File: config.mk
export PLATFORM = sky130hd
export DESIGN_NAME = ssnpp_fifo
export DESIGN_NICKNAME = d
export VERILOG_FILES = /design/src/design/ssnpp_pkg.sv /design/src/design/ssnpp_fifo.sv
export SDC_FILE = /design/constraint.sdc
export NUM_CORES = 1
export LEC_CHECK = 0
export ABC_CLOCK_PERIOD_IN_PS = 8200
export BUFFER_PORTS_ARGS = -buffer_cell sky130_fd_sc_hd__buf_2
export CORE_ASPECT_RATIO = 1.75
export CORE_MARGIN = 4
export CORE_UTILIZATION = 43
export DETAILED_ROUTE_END_ITERATION = 12
export PLACE_DENSITY = 0.76
export SLEW_MARGIN = 10
export SYNTH_ARGS = -nofsm -noshare
export SYNTH_HDL_FRONTEND = slang
export SYNTH_SLANG_ARGS = --single-unit
File: constraint.sdc
create_clock -name clk -period 8.2 [get_ports clk]
set_clock_uncertainty 0.2 [all_clocks]
set_input_delay 0.41 -clock clk [delete_from_list [all_inputs] [get_ports clk]]
set_output_delay 0.41 -clock clk [all_outputs]
set_load 0.02 [all_outputs]
File: src/design/ssnpp_pkg.sv
// shared constants, types and register codes for the screen-space nearest point pick block
// no dependencies
package ssnpp_pkg;

	localparam int CRD_W = 32;
	localparam int ENT_W = 16;
	localparam int PRD_W = ENT_W + CRD_W;
	localparam int ACC_W = 51;
	localparam int QTN_W = 31;
	localparam int NDC_W = 32;
	localparam int PIX_W = 50;
	localparam int SCR_W = 16;
	localparam int PCK_W = 32;
	localparam int DST_W = 64;
	localparam int CNT_W = 16;
	localparam int CFG_IW = 3;
	localparam int CFG_DW = 64;
	localparam int ROW_W = 64;
	localparam int FRAC_W = 16;

	typedef enum logic [CFG_IW-1:0] {
		CFG_ROW0   = 3'd0,
		CFG_ROW1   = 3'd1,
		CFG_ROW2   = 3'd2,
		CFG_ROW3   = 3'd3,
		CFG_WIDTH  = 3'd4,
		CFG_HEIGHT = 3'd5,
		CFG_PICK_X = 3'd6,
		CFG_PICK_Y = 3'd7
	} cfg_reg_t;

	typedef struct packed {
		logic signed [ACC_W-1:0] px;
		logic signed [ACC_W-1:0] py;
		logic signed [ACC_W-1:0] pw;
		logic                    vis;
		logic                    last;
	} proj_t;

endpackage

File: src/design/ssnpp_fifo.sv
// two-entry queue of projected points between front and back
// depends on ssnpp_pkg
module ssnpp_fifo import ssnpp_pkg::*; (
	input  logic  clk,
	input  logic  arst_n,
	input  logic  push_valid,
	input  proj_t push_data,
	output logic  push_ready,
	output logic  pop_valid,
	output proj_t pop_data,
	input  logic  pop_ready
);

	proj_t      mem_q [2];
	logic       wr_q, rd_q;
	logic [1:0] cnt_q;
	logic       do_push, do_pop;

	assign push_ready = (cnt_q != 2'd2);
	assign pop_valid  = (cnt_q != 2'd0);
	assign pop_data   = mem_q[rd_q];
	assign do_push    = push_valid && push_ready;
	assign do_pop     = pop_valid && pop_ready;

	always_ff @(posedge clk or negedge arst_n) begin
		if (!arst_n) begin
			wr_q  <= 1'b0;
			rd_q  <= 1'b0;
			cnt_q <= '0;
		end else begin
			if (do_push) wr_q <= ~wr_q;
			if (do_pop) rd_q <= ~rd_q;
			if (do_push && !do_pop) cnt_q <= cnt_q + 2'd1;
			else if (!do_push && do_pop) cnt_q <= cnt_q - 2'd1;
		end
	end

	always_ff @(posedge clk) begin
		if (do_push) mem_q[wr_q] <= push_data;
	end

endmodule

==> run metrics <==
MaxCap Viol Count=0; Clk Latency, worst-skew pair=roughly 0.54 ns; DRC viols=0; min Tclk post-route=around 4 ns; Mapped Cells=500; worst hold slack=roughly 0.057 ns; Die ar.=29,370 um2; fillers=roughly 1,800; mux contribution to synthesized area=15.27%; pre-CTS setup slack=slightly below 5 ns; Synth cell types=14; total wire length=between 20 and 30 mm; clock buffer depth=3; fin nets=~1,200; Placed Cells=approximately 1,100; clock sink count=314; Synth Cell Area=about 11,000 um2; DRC violation total after the first TritonRoute iteration=approximately 310; main area contributors after synthesis=edfxtp_1, mux2_2, buf_6; CTS tree=built; status=finished, final reports clean; final setup violating endpoints=0; HP Class=input port to flip-flop; Synthesized Nets=660; first-pass GRT wire length=about 40 mm; post-CTS setup buffer count=0; first-pass iteration count of the detailed router=4; Seq cells post-synth=between 300 and 400; RSZ-0062 raised after global routing=false; Die X=131.3 um; vias=between 6,000 and 7,000; slew margin rel.=roughly 28%; footprint of the multi-input gates=1848 um2; Yosys warnings=0; max-slew violation count=0; largest net degree at the start of global routing=around 80; final non-filler cell total=about 1,300; Setup Crit Path Kind=flip-flop to output port; Worst setup SP type=flip-flop; placer congestion estimate=about 0.75; Layout Cell Area excl Fill=roughly 16,000 um2; Port Buffers=roughly 320; critical path's slowest cell=dfrtp_4; Hold-fix buffers, CTS=158; CP cell instances=buf_4 > mux2_2 > buf_2; Post-DRT Antenna Nets=0; power per standard cell area=about 340 nW/um2; Adder-Cell Fraction of Synth Area=0.1094%; CTS Root Cell=clkbuf_16; synthesized area per cell=between 20 and 25 um2; Synth Area in Compound Gates=0%; Worst Tran Pin Value=1.078 ns; peak supply drop=~0.26 mV; via/cell ratio=about 4.9; slowest stage delay, CP=between 1 and 1.5 ns; part of the cycle the worst path needs=between 40 and 50%; critical path peak fanout=between 80 and 90; cts bufs inserted=28; # IOs=about 320; Placement Cell Area=between 10,000 and 15,000 um2; die height=223.7 um; layout cells sized above 1=about half; CTS resizes=0; Seq/Total Area, Yosys=around 82%; gr usage total=between 15 and 20%; Starting Density=a little over two fifths; largest family of logic cells by synthesized area=multiplexers; most common cell after layout, fill and taps aside=buf_2; setup slack after layout=~4.3 ns; H-tree Lvls=1; Worst EP arrival=about 3.3 ns; GRT overflow=0; XOR/XNOR Fraction of Synth Area=less than 1%; DP HPWL=between 15 and 20 mm; Crit. End Element=output port; commonest cells after routing, fill and taps aside=buf_2, edfxtp_1, dlygate4sd3_1, mux2_2, clkbuf_16; leak pwr=0.005975 uW; Area Overhead vs Synth=38.29%; Hold Vio Cnt, Final=0; fmax=approximately 260 MHz; worst path bufs/invs=2; top cell type's share of synthesized area=roughly four fifths; Worst-path clk slew=0.06 ns; Core Region=26,060 um2; Synth area leader=edfxtp_1; vias in the first global route=between 7,000 and 8,000; Req. time, crit path=~7.6 ns; simple-gate area share of the yosys netlist=less than 1%; Wirelength per Cell=slightly below 20 um; initial antenna violation count=5; setup_tns=0 ns; floorplan row count=78; FF+latch area=9413 um2; crit-path leading delay family=flip-flops
==> Yosys cell counts, drive strengths merged <==
cell,number
xnor2,3
edfxtp,310
or2,1
inv,1
nor2,2
ha,1
mux2,155
and3,1
dfrtp,4
nand2b,1
nand2,2
xor2,2
buf,17
==> per-stage QoR <==
step	utilization [%]	power (uW)
6_report	60.68	5421
5_1_grt	60.67	5662
4_1_cts	60.63	5465
3_5_place_dp	50.99	4089
3_3_place_gp	50.99	4056
2_1_floorplan	-	3629
==> sequential cells by signal (all words and copies together) (netlist names) <==
| register | count |
|---|---|
| wr_q | 1 |
| rd_q | 1 |
| mem_q | 310 |
| cnt_q | 2 |
==> power by group <==
| group | switching, uW | total [uW] | internal (uW) | leakage (uW) |
|---|---|---|---|---|
| combinational | 1060 | 1760 | 702 | 0.00259 |
| clock | 562 | 1310 | 744 | 0.000464 |
| sequential | 155 | 2350 | 2200 | 0.00293 |
| total | 1780 | 5420 | 3640 | 0.00597 |
==> cells by family (layout without fill, tap and decap cells) <==
group         Yosys count  count (layout)
other cells             0               5
xor+xnor                5               5
simple gates            7               7
fa+ha+maj               1               1
mux                   155             155
buf+inv                18             532
flops                 314             314
==> final timing paths <==
check	start	to	slack [ns]	cells after the start
worst max-delay path	rd_q	pop_data[9]	4.29	3
worst min-delay path	push_valid	wr_q	0.06	3
worst max register to register	cnt_q[0]	mem_q[1][8]	4.88	4
worst min register to register	cnt_q[1]	cnt_q[1]	0.29	1
max in group asynchronous	arst_n	rd_q	6.96	3
min in group asynchronous	arst_n	cnt_q[0]	0.62	3
==> worst reg2reg max path: cells and delay by family (launching register included) <==
family	cells	cell delay, ns
simple gates	2	0.80
flops	1	0.41
buf+inv	2	1.44
==> metal layers <==
metal / wire length, um / GRT usage (%)
met5: 7 / 0
met2: 13990 / 32.39
met1: 8814 / 17.82
met3: 1665 / 4.225
met4: 1356 / 8.884
==> cell type report <==
cell class                 instances  area share (%)
antenna                            5         0.07913
clock buffer                      31           4.637
clock inverter                    21           1.250
inverter                           1         0.02374
multi-input combinational        168           11.69
sequential                       314           59.53
tap                              320           2.532
timing repair buffer             479           20.26
No activity file was read; power rests on OpenSTA's default activity.
